## config.mk

```make
export PLATFORM = sky130hd
export DESIGN_NAME = riot_ram_timer_ports
export DESIGN_NICKNAME = d
export VERILOG_FILES = /design/src/rtl/core/riot_pkg.sv /design/src/rtl/core/riot_ram.sv /design/src/rtl/core/riot_io.sv /design/src/rtl/core/riot_ram_timer_ports.sv
export SDC_FILE = /design/constraint.sdc
export NUM_CORES = 1
export LEC_CHECK = 0
export ABC_AREA = 0
export BUFFER_PORTS_ARGS = -buffer_cell sky130_fd_sc_hd__buf_2
export CORE_AREA = 2 2 304 306
export DETAILED_ROUTE_END_ITERATION = 8
export DIE_AREA = 0 0 306 308
export PLACE_DENSITY_LB_ADDON = 0.3
export SLEW_MARGIN = 30
export SYNTH_ARGS = -nofsm -noshare
export SYNTH_HDL_FRONTEND = slang
export SYNTH_HIERARCHICAL = 1
export SYNTH_SLANG_ARGS = --single-unit
```

## constraint.sdc

```tcl
create_clock -name clk_i -period 2.55 [get_ports clk_i]
set_input_delay 0.1275 -clock clk_i [delete_from_list [all_inputs] [get_ports clk_i]]
set_output_delay 0.1275 -clock clk_i [all_outputs]
set_load 0.02 [all_outputs]
```

## src/rtl/core/riot_pkg.sv

```systemverilog
`timescale 1ns / 1ps
// ----------------------------------------------------------------------------
// riot_pkg
// Shared types and constants for the RAM, I/O port and interval timer block.
// ----------------------------------------------------------------------------
package riot_pkg;

  localparam int unsigned RamDepthDef = 128;
  localparam int unsigned DataW       = 8;
  localparam int unsigned AddrW       = 7;
  localparam int unsigned CycW        = 10;

  // I/O register codes (low three address bits)
  localparam logic [2:0] IoPortA     = 3'd0;
  localparam logic [2:0] IoPortB     = 3'd2;
  localparam logic [2:0] IoTimer     = 3'd4;
  localparam logic [2:0] IoFlags     = 3'd5;
  localparam logic [2:0] IoTimerBase = 3'd4;
  localparam logic [2:0] IoPsOffset  = 3'd3;

  // Prescale choice; none until the first timer write
  typedef enum logic [2:0] {
    PsNone = 3'd0,
    Ps1    = 3'd1,
    Ps8    = 3'd2,
    Ps64   = 3'd3,
    Ps1024 = 3'd4
  } psel_e;

  // One bus access as held in the input register
  typedef struct packed {
    logic             wr;
    logic             is_ram;
    logic [2:0]       reg_sel;
    logic [DataW-1:0] wdata;
    logic [DataW-1:0] sw;
    logic [DataW-1:0] bw;
    logic [DataW-1:0] dif;
  } item_t;

  // Request from the pipeline to the I/O and timer unit
  typedef struct packed {
    logic  fire;
    item_t item;
  } io_req_t;

endpackage

```

## src/rtl/core/riot_ram.sv

```systemverilog
`timescale 1ns / 1ps
// ----------------------------------------------------------------------------
// riot_ram
// Generic single-port RAM with registered read data.
// ----------------------------------------------------------------------------
module riot_ram #(
  parameter int unsigned Width = 8,
  parameter int unsigned Depth = 128
) (
  input  logic                     clk_i,
  input  logic                     en_i,
  input  logic                     we_i,
  input  logic [$clog2(Depth)-1:0] addr_i,
  input  logic [Width-1:0]         wdata_i,
  output logic [Width-1:0]         rdata_o
);

  logic [Width-1:0] mem_q [Depth];
  logic [Width-1:0] rdata_q;

  always_ff @(posedge clk_i) begin
    if (en_i) begin
      if (we_i) begin
        mem_q[addr_i] <= wdata_i;
      end else begin
        rdata_q <= mem_q[addr_i];
      end
    end
  end

  assign rdata_o = rdata_q;

endmodule

```

## src/rtl/core/riot_io.sv

```systemverilog
`timescale 1ns / 1ps
// ----------------------------------------------------------------------------
// riot_io
// Switch port reads, timer and flag registers, and the per-access timer step.
// ----------------------------------------------------------------------------
module riot_io (
  input  logic                    clk_i,
  input  logic                    rst_ni,
  input  riot_pkg::io_req_t       req_i,
  output logic [riot_pkg::DataW-1:0] rdata_o
);
  import riot_pkg::*;

  logic [DataW-1:0] cnt_q, cnt_d;
  logic             fast_q, fast_d;
  logic [1:0]       flags_q, flags_d;
  psel_e            psel_q, psel_d;
  logic [CycW-1:0]  cyc_q, cyc_d;
  logic [CycW-1:0]  mask;
  logic             ps_on;
  logic             due;
  logic [DataW-1:0] rdata;

  always_comb begin
    cnt_d   = cnt_q;
    fast_d  = fast_q;
    flags_d = flags_q;
    psel_d  = psel_q;
    cyc_d   = cyc_q;
    rdata   = '0;
    mask    = '0;
    ps_on   = 1'b0;
    due     = 1'b0;
    if (req_i.fire) begin
      if (!req_i.item.is_ram) begin
        if (req_i.item.wr) begin
          if (req_i.item.reg_sel >= IoTimerBase) begin
            psel_d     = psel_e'(req_i.item.reg_sel - IoPsOffset);
            flags_d[1] = 1'b0;
            fast_d     = (req_i.item.wdata == '0);
            cnt_d      = req_i.item.wdata - 8'd1;
          end
        end else begin
          case (req_i.item.reg_sel)
            IoPortA: rdata = ~{req_i.item.sw[3:0], 4'h0};
            IoPortB: rdata = {5'b0, req_i.item.sw[7:5] ^ 3'b011}
                             | req_i.item.bw | req_i.item.dif;
            IoTimer: begin
              rdata  = cnt_q;
              fast_d = 1'b0;
            end
            IoFlags: begin
              rdata      = {flags_q, 6'b0};
              flags_d[0] = 1'b0;
            end
            default: rdata = '0;
          endcase
        end
      end
      // timer step after the access
      cyc_d = cyc_q + 10'd1;
      unique case (psel_d)
        Ps1:    begin mask = 10'd0;    ps_on = 1'b1; end
        Ps8:    begin mask = 10'd7;    ps_on = 1'b1; end
        Ps64:   begin mask = 10'd63;   ps_on = 1'b1; end
        Ps1024: begin mask = 10'd1023; ps_on = 1'b1; end
        default: begin mask = '0; ps_on = 1'b0; end
      endcase
      due = fast_d || (ps_on && ((cyc_d & mask) == '0));
      if (due) begin
        if (cnt_d == '0) begin
          fast_d  = 1'b1;
          flags_d = 2'b11;
        end
        cnt_d = cnt_d - 8'd1;
      end
    end
  end

  always_ff @(posedge clk_i or negedge rst_ni) begin
    if (!rst_ni) begin
      cnt_q   <= '0;
      fast_q  <= 1'b0;
      flags_q <= '0;
      psel_q  <= PsNone;
      cyc_q   <= '0;
    end else begin
      cnt_q   <= cnt_d;
      fast_q  <= fast_d;
      flags_q <= flags_d;
      psel_q  <= psel_d;
      cyc_q   <= cyc_d;
    end
  end

  assign rdata_o = rdata;

endmodule

```

## src/rtl/core/riot_ram_timer_ports.sv

```systemverilog
`timescale 1ns / 1ps
// ----------------------------------------------------------------------------
// riot_ram_timer_ports
// RAM, switch ports and interval timer of a 6532-style bus peripheral.
// ----------------------------------------------------------------------------
// Usage:
//   Each input item is one bus access (read or write, RAM or I/O space).
//   Every accepted item yields exactly one result item carrying read_data_o;
//   writes and unmapped I/O reads return zero. The timer steps once per item.
//   Path: an accepted item enters the input register and moves on into the
//   result register when that register is free, where its result shows on
//   the output (the RAM read is launched at acceptance and its registered
//   data meets the item in the input stage).
//   Throughput: one item per cycle, sustained while out_ready_i is high, set
//   by the single-port RAM which serves one access per clock.
//   Stall: when out_ready_i is low a full result register holds, the input
//   register still fills once, and in_ready_o drops only when both are full.
//   Reset: clears timer, flags, prescale choice, step counter and pipeline
//   valids at once; RAM content reads as zero via per-entry valid bits until
//   an entry is written, so no clearing pass is needed.
// ----------------------------------------------------------------------------
module riot_ram_timer_ports #(
  parameter int unsigned RAM_DEPTH = riot_pkg::RamDepthDef
) (
  input  logic                        clk_i,
  input  logic                        rst_ni,
  input  logic                        in_valid_i,
  output logic                        in_ready_o,
  input  logic                        mode_i,
  input  logic                        ram_select_i,
  input  logic [riot_pkg::AddrW-1:0]  address_i,
  input  logic [riot_pkg::DataW-1:0]  write_data_i,
  input  logic [riot_pkg::DataW-1:0]  switch_state_i,
  input  logic [riot_pkg::DataW-1:0]  bw_bits_i,
  input  logic [riot_pkg::DataW-1:0]  difficulty_bits_i,
  output logic                        out_valid_o,
  input  logic                        out_ready_i,
  output logic [riot_pkg::DataW-1:0]  read_data_o
);
  import riot_pkg::*;

  localparam int unsigned IdxW   = $clog2(RAM_DEPTH);
  localparam logic [8:0]  DepthW = 9'(RAM_DEPTH);

  logic             in_fire;
  logic             s1_fire;
  logic             out_free;
  logic             s1_vld_q;
  item_t            s1_q;
  logic             out_vld_q;
  logic [DataW-1:0] out_data_q;
  logic [DataW-1:0] result;

  logic [8:0]           idx_work;
  logic [IdxW-1:0]      ram_idx;
  logic                 ram_en;
  logic                 ram_we;
  logic [DataW-1:0]     ram_rdata;
  logic [RAM_DEPTH-1:0] ram_vld_q;
  logic                 rd_vld_q;

  io_req_t          io_req;
  logic [DataW-1:0] io_rdata;

  // Handshake: the input stage moves on when the result register is free
  assign out_free   = !out_vld_q || out_ready_i;
  assign s1_fire    = s1_vld_q && out_free;
  assign in_ready_o = !s1_vld_q || s1_fire;
  assign in_fire    = in_valid_i && in_ready_o;

  // Fold the address into the RAM depth: at most eight subtractions
  always_comb begin
    idx_work = {2'b00, address_i};
    for (int i = 0; i < 8; i++) begin
      if (idx_work >= DepthW) begin
        idx_work = idx_work - DepthW;
      end
    end
  end
  assign ram_idx = idx_work[IdxW-1:0];

  // Access the RAM at acceptance; read data waits in the RAM output register
  assign ram_en = in_fire && ram_select_i;
  assign ram_we = mode_i;

  riot_ram #(
    .Width (DataW),
    .Depth (RAM_DEPTH)
  ) u_ram (
    .clk_i   (clk_i),
    .en_i    (ram_en),
    .we_i    (ram_we),
    .addr_i  (ram_idx),
    .wdata_i (write_data_i),
    .rdata_o (ram_rdata)
  );

  // Per-entry written flags stand in for the reset clear of the RAM
  always_ff @(posedge clk_i or negedge rst_ni) begin
    if (!rst_ni) begin
      ram_vld_q <= '0;
    end else if (ram_en && ram_we) begin
      ram_vld_q[ram_idx] <= 1'b1;
    end
  end

  always_ff @(posedge clk_i) begin
    if (in_fire) begin
      rd_vld_q <= ram_vld_q[ram_idx];
    end
  end

  // Input register
  always_ff @(posedge clk_i or negedge rst_ni) begin
    if (!rst_ni) begin
      s1_vld_q <= 1'b0;
    end else if (in_fire) begin
      s1_vld_q <= 1'b1;
    end else if (s1_fire) begin
      s1_vld_q <= 1'b0;
    end
  end

  always_ff @(posedge clk_i) begin
    if (in_fire) begin
      s1_q.wr      <= mode_i;
      s1_q.is_ram  <= ram_select_i;
      s1_q.reg_sel <= address_i[2:0];
      s1_q.wdata   <= write_data_i;
      s1_q.sw      <= switch_state_i;
      s1_q.bw      <= bw_bits_i;
      s1_q.dif     <= difficulty_bits_i;
    end
  end

  // I/O and timer: state advances as the item leaves the input register
  assign io_req.fire = s1_fire;
  assign io_req.item = s1_q;

  riot_io u_io (
    .clk_i   (clk_i),
    .rst_ni  (rst_ni),
    .req_i   (io_req),
    .rdata_o (io_rdata)
  );

  // Pick the result byte; writes read back zero
  always_comb begin
    if (s1_q.wr) begin
      result = '0;
    end else if (s1_q.is_ram) begin
      result = rd_vld_q ? ram_rdata : '0;
    end else begin
      result = io_rdata;
    end
  end

  // Result register
  always_ff @(posedge clk_i or negedge rst_ni) begin
    if (!rst_ni) begin
      out_vld_q <= 1'b0;
    end else if (s1_fire) begin
      out_vld_q <= 1'b1;
    end else if (out_ready_i) begin
      out_vld_q <= 1'b0;
    end
  end

  always_ff @(posedge clk_i) begin
    if (s1_fire) begin
      out_data_q <= result;
    end
  end

  assign out_valid_o = out_vld_q;
  assign read_data_o = out_data_q;

`ifndef SYNTHESIS
  // A RAM write marks its entry as written
  a_ram_vld_set: assert property (@(posedge clk_i) disable iff (!rst_ni)
    (ram_en && ram_we) |=> ram_vld_q[$past(ram_idx)])
    else $error("RAM write did not mark its entry");

  // Both stages full and stalled: no new item may enter
  a_full_stall: assert property (@(posedge clk_i) disable iff (!rst_ni)
    (s1_vld_q && out_vld_q && !out_ready_i) |-> !in_ready_o)
    else $error("item accepted while pipeline full");

  // An item leaving the input stage lands in the result register
  a_s1_to_out: assert property (@(posedge clk_i) disable iff (!rst_ni)
    s1_fire |=> out_vld_q)
    else $error("result register missed an item");
`endif

endmodule
```

Word level (Yosys, flattened, before mapping)
Memories as Yosys holds them, arrays and structs flattened. A register that Yosys moved wholly into a read port is not among the register bits.
Cells that the tools add are included.
{"block": "totals", "n_memories": 1, "mem_bits_rw": 1024, "latch_bits": 0, "ff_bits": 200, "input_bits": 45, "mem_bits_ro": 0, "elab_cells": 99, "out_inout_bits": 10}
{"block": "op_classes", "n_shift": 0, "n_mux": 41, "order_cmp": 3, "n_reduce_logical": 19, "bitwise_logic": 7, "n_div": 0, "mul": 0, "n_addsub": 4, "n_eq_ne": 7}
{"name": "u_ram.mem_q", "words": 128, "word_bits": 8, "read_ports": 1, "rd_clocked_by_memory_dff": 1, "wr": 1, "line_no": "riot_ram.sv:18", "rtl": "logic [Width-1:0] mem_q [Depth];"}
{"operator": "$or A128 B128 Y128", "count": 1}
{"operator": "$mux W8", "count": 7}
{"operator": "$pmux W8 S4", "count": 1}
{"operator": "$pmux W10 S3", "count": 1}
{"operator": "$mux W1", "count": 22}
{"operator": "$logic_not A8 Y1", "count": 2}
{"operator": "$sub A8 B1 Y8 const B", "count": 2}
{"operator": "$mux W3", "count": 4}
{"operator": "$add A10 B1 Y10 const B", "count": 1}
{"operator": "$and A10 B10 Y10", "count": 1}
{"operator": "$logic_not A10 Y1", "count": 1}
{"operator": "$mux W10", "count": 1}
{"operator": "$eq A3 B2 Y1 const B", "count": 3}
{"operator": "$eq A3 B3 Y1 const B", "count": 3}
{"operator": "$lt A7 B8 Y1 const B", "count": 1}
{"operator": "$not A8 Y8", "count": 1}
{"operator": "$or A3 B8 Y8", "count": 1}
{"operator": "$or A8 B8 Y8", "count": 1}
{"operator": "$bmux W1 S7", "count": 1}
{"operator": "$demux W1 S7", "count": 1}
{"operator": "$ge A7 B1 Y1 const B", "count": 1}
{"operator": "$logic_and A1 B1 Y1", "count": 6}
{"operator": "$mux W2", "count": 3}
{"operator": "$reduce_bool A2 Y1", "count": 2}
{"operator": "other kinds (10)", "count": 13}

Logic depth before layout (Yosys ltp)
{"block": "logic_depth", "ltp_word": 13, "mapped_depth": 11, "mapped_depth_nobuf": 9}

Hierarchy
Netlist, hierarchy kept.
{"mod": "riot_ram", "cells_each": 2468, "instances": 1, "area_each_um2": 40537.6}
{"mod": "riot_ram_timer_ports", "cells_each": 516, "instances": 1, "area_each_um2": 7135.6}
{"mod": "riot_io", "cells_each": 250, "instances": 1, "area_each_um2": 2050.7}

Worst setup path after synthesis
No wires, ideal clock.
{"block": "synth_path", "kind": "in2reg", "from": "input port address_i[2] in the netlist's numbering", "to": "memory u_ram.mem_q[96][0], enable pin", "cell_stages": 10, "t_arrival_ns": 2.071, "path_slack_ns": 0.108, "setup_ns": 0.370, "required_ns": 2.180, "path_cell_list": "buf_4 -> buf_4 -> buf_4 -> buf_2 -> buf_2 -> buf_2 -> nor2_1 -> nand2_1 -> clkbuf_1 -> nor2_1"}
{"item": "start, declared", "line_no": "riot_ram_timer_ports.sv:31", "rtl": "input logic [riot_pkg::AddrW-1:0] address_i,"}
{"item": "end, declared", "line_no": "riot_ram.sv:18"}
Straight into the memory's write port.

==> qor.txt <==
Net Sw Frac -> 23.2%
Full die area -> 0.0942 mm²
Gate power share -> 8.6%
First-pass GRT wire length -> 224 mm
Setup-failing EPs final -> 1
Area grow syn2layout -> 20.5%
Clock power share -> 40.3%
DRT Pass-1 Iters -> 9
Drt via density -> 6.67
Worst Path Required -> 2.98 ns
HP Class -> input pin to asynchronous set/reset pin
Synth warn -> 6
Tcrit/Tclk final -> 101%
# DRC -> 0
Worst slew pin tran -> 1.05 ns
Tmin final -> 2.59 ns
Reg area -> 0.0362 mm²
Leak Pwr -> 22.5 nW
Footprint of the multi-input gates -> 0.0124 mm²
Die X -> 306 µm
Seq pwr share -> 51.1%
Failing checks -> setup timing
Crit path DAT -> 3.01 ns
Core box area -> 0.0910 mm²
RSZ-0062 raised after global routing -> false
VDD IR max -> 0.687 mV
Fin Hold WS -> 0.0418 ns
Avg WL per Cell -> 30.2 µm
Pin count of the biggest net entering global routing -> 122
Max Fanout on Critical Path -> 1
Setup crit end kind -> flip-flop
Net Count, Synth -> 3286
H-tree depth -> 3
Fin nets -> 3849
Starting Density -> 54.6%
Total grt overflow -> 0
Final Hold Vio Count -> 0
Global placement routability congestion -> 0.988
Overall routing resource usage -> 32.5%
Antenna Nets Post-Route -> 0
Relative slew slack -> 29.7%
Post-synthesis cell count -> 3233
Final Util -> 65.8%
Iter 0 DRT Violations -> 5333
Crit. Startpoint -> u_ram/mem_q[63][6]$_DFFE_PP_
Port bufs -> 53
Switch Pwr -> 10.2 mW
Routed vias -> 33900
Initial antenna violation count -> 5
# Max-Cap Violations -> 0
Fraction of layout cells with a size suffix above 1 -> 23.5%
Cell Pwr Density -> 734 mW/mm²
Worst-skew pair later-pin latency -> 0.72 ns
Die height -> 308 µm
FILL cells -> 6245
Status -> complete, but fails checks
Placed cell count -> 4821
Finished Layout Cells -> 5087
# Post-CTS Setup Buffers -> 0
CTS tree -> done
Fin. max-slew vios -> 0
Worst R2R Start -> u_ram/mem_q[63][6]$_DFFE_PP_
Final WS setup -> -0.0361 ns
TritonCTS Sinks -> 1231
Maximum clock path buffer count -> 3
Clk root buf -> clkbuf_16
Post-Syn Area -> 0.0497 mm²
Mean Syn Cell Area -> 15.4 µm²
HPWL reported at the end of detailed placement -> 101 mm
Cell Int Power -> 33.8 mW
CTS clk-pin slew, worst paths -> 0.06 ns
Startpoint Class -> flip-flop
Crit Path Class -> flip-flop to flip-flop
Skew final -> 0.0356 ns
Achievable Freq -> 0.387 GHz
Rows -> 111
Vias in the first global route -> 33300
CTS buffer count -> 120
Top Ports -> 55
Routed Wire Length -> 154 mm
Setup WS pre-CTS -> -0.523 ns
## final timing paths
kind / to / slack, ns / cells past startpoint
worst min-delay path: out_valid_o$_DFFE_PN0P_ / 0.04 / 3
max in group asynchronous: u_io/cyc_q[1]$_DFFE_PN0P_ / 2.19 / 3
worst min register to register: ram_vld_q[83]$_DFFE_PN0P_ / 0.45 / 1
worst max register to register: u_ram/rdata_o[6]$_DFFE_PP_ / -0.04 / 7
worst max-delay path: u_ram/rdata_o[6]$_DFFE_PP_ / -0.04 / 7
min in group clk_i: io_req[32]$_DFFE_PP_ / 0.12 / 3
## area by class of cell
cell class | instances | area share [%]
inverter | 21 | 0.134
timing repair buffer | 668 | 9.65
tap | 1186 | 2.48
sequential | 1231 | 60.4
clock inverter | 71 | 1.20
clock buffer | 154 | 5.36
multi-input combinational | 1754 | 20.7
antenna | 2 | 0.00836
## routing by layer
metal | vias up | track usage [%] | wire length (µm)
met5 | - | 0 | 25
met4 | 4 | 16.1 | 8970
met3 | 488 | 7.13 | 17600
met2 | 2331 | 51.4 | 71100
met1 | 17100 | 43.1 | 56000
li1 | 14000 | - | -
## power groups by stage
| stage | clock [mW] | combinational [mW] | sequential [mW] |
|---|---|---|---|
| CTS | 17.8 | 3.69 | 22.4 |
| detailed placement | 0 | 3.62 | 22.9 |
| global route | 18.6 | 3.98 | 22.5 |
| finish | 17.7 | 3.80 | 22.5 |
| global placement | 0 | 3.51 | 22.8 |
| floorplan | 0 | 1.86 | 22.8 |
## worst max-delay path: stages, from the launching register on
cell and delay, ns:
edfxtp_1 0.38, mux2i_1 0.36, o22ai_1 0.15, o21ai_0 0.19, buf_4 0.13, a41oi_1 0.17, nand4b_1 0.39, or4_4 0.52
## state kept, by name, summed over array words and instances (netlist names)
| signal | flops |
|---|---|
| u_ram/mem_q | 1024 |
| ram_vld_q | 128 |
| io_req | 36 |
| u_io/cyc_q | 10 |
| read_data_o | 8 |
| u_io/cnt_q | 8 |
| u_ram/rdata_o | 8 |
| u_io/psel_q | 3 |
| u_io/flags_q | 2 |
| out_valid_o | 1 |
| rd_vld_q | 1 |
| s1_vld_q | 1 |
| u_io/fast_q | 1 |
## per-stage QoR
stage / power [mW] / setup TNS, ns / cell area [µm²]
after floorplan: 24.6 / 0 / 49700
after global placement: 26.3 / -3.63 / 55500
after detailed placement: 26.5 / -2.72 / 55500
after CTS: 44.0 / 0 / 59900
after global routing: 45.1 / 0 / 59900
final: 44.0 / -0.0361 / 59900
## layout by cell type (no fill, tap or decap), drive strengths merged, types with 105 or more instances in the layout
| cell type | n |
|---|---|
| a21o | 136 |
| a21oi | 115 |
| a221oi | 163 |
| buf | 629 |
| clkbuf | 155 |
| dfrtp | 154 |
| edfxtp | 1077 |
| mux2i | 151 |
| nand2 | 144 |
| nor2 | 241 |
| o21ai | 105 |
## repair_timing
item                                    in CTS  in global routing
hold buffers                                39                  0
gates resized for setup                      1                  7
endpoints found under the setup margin       1                 18
pin swaps                                    0                  3
endpoints found under the hold margin      458                  0
Power figures use the tool's default switching activity.
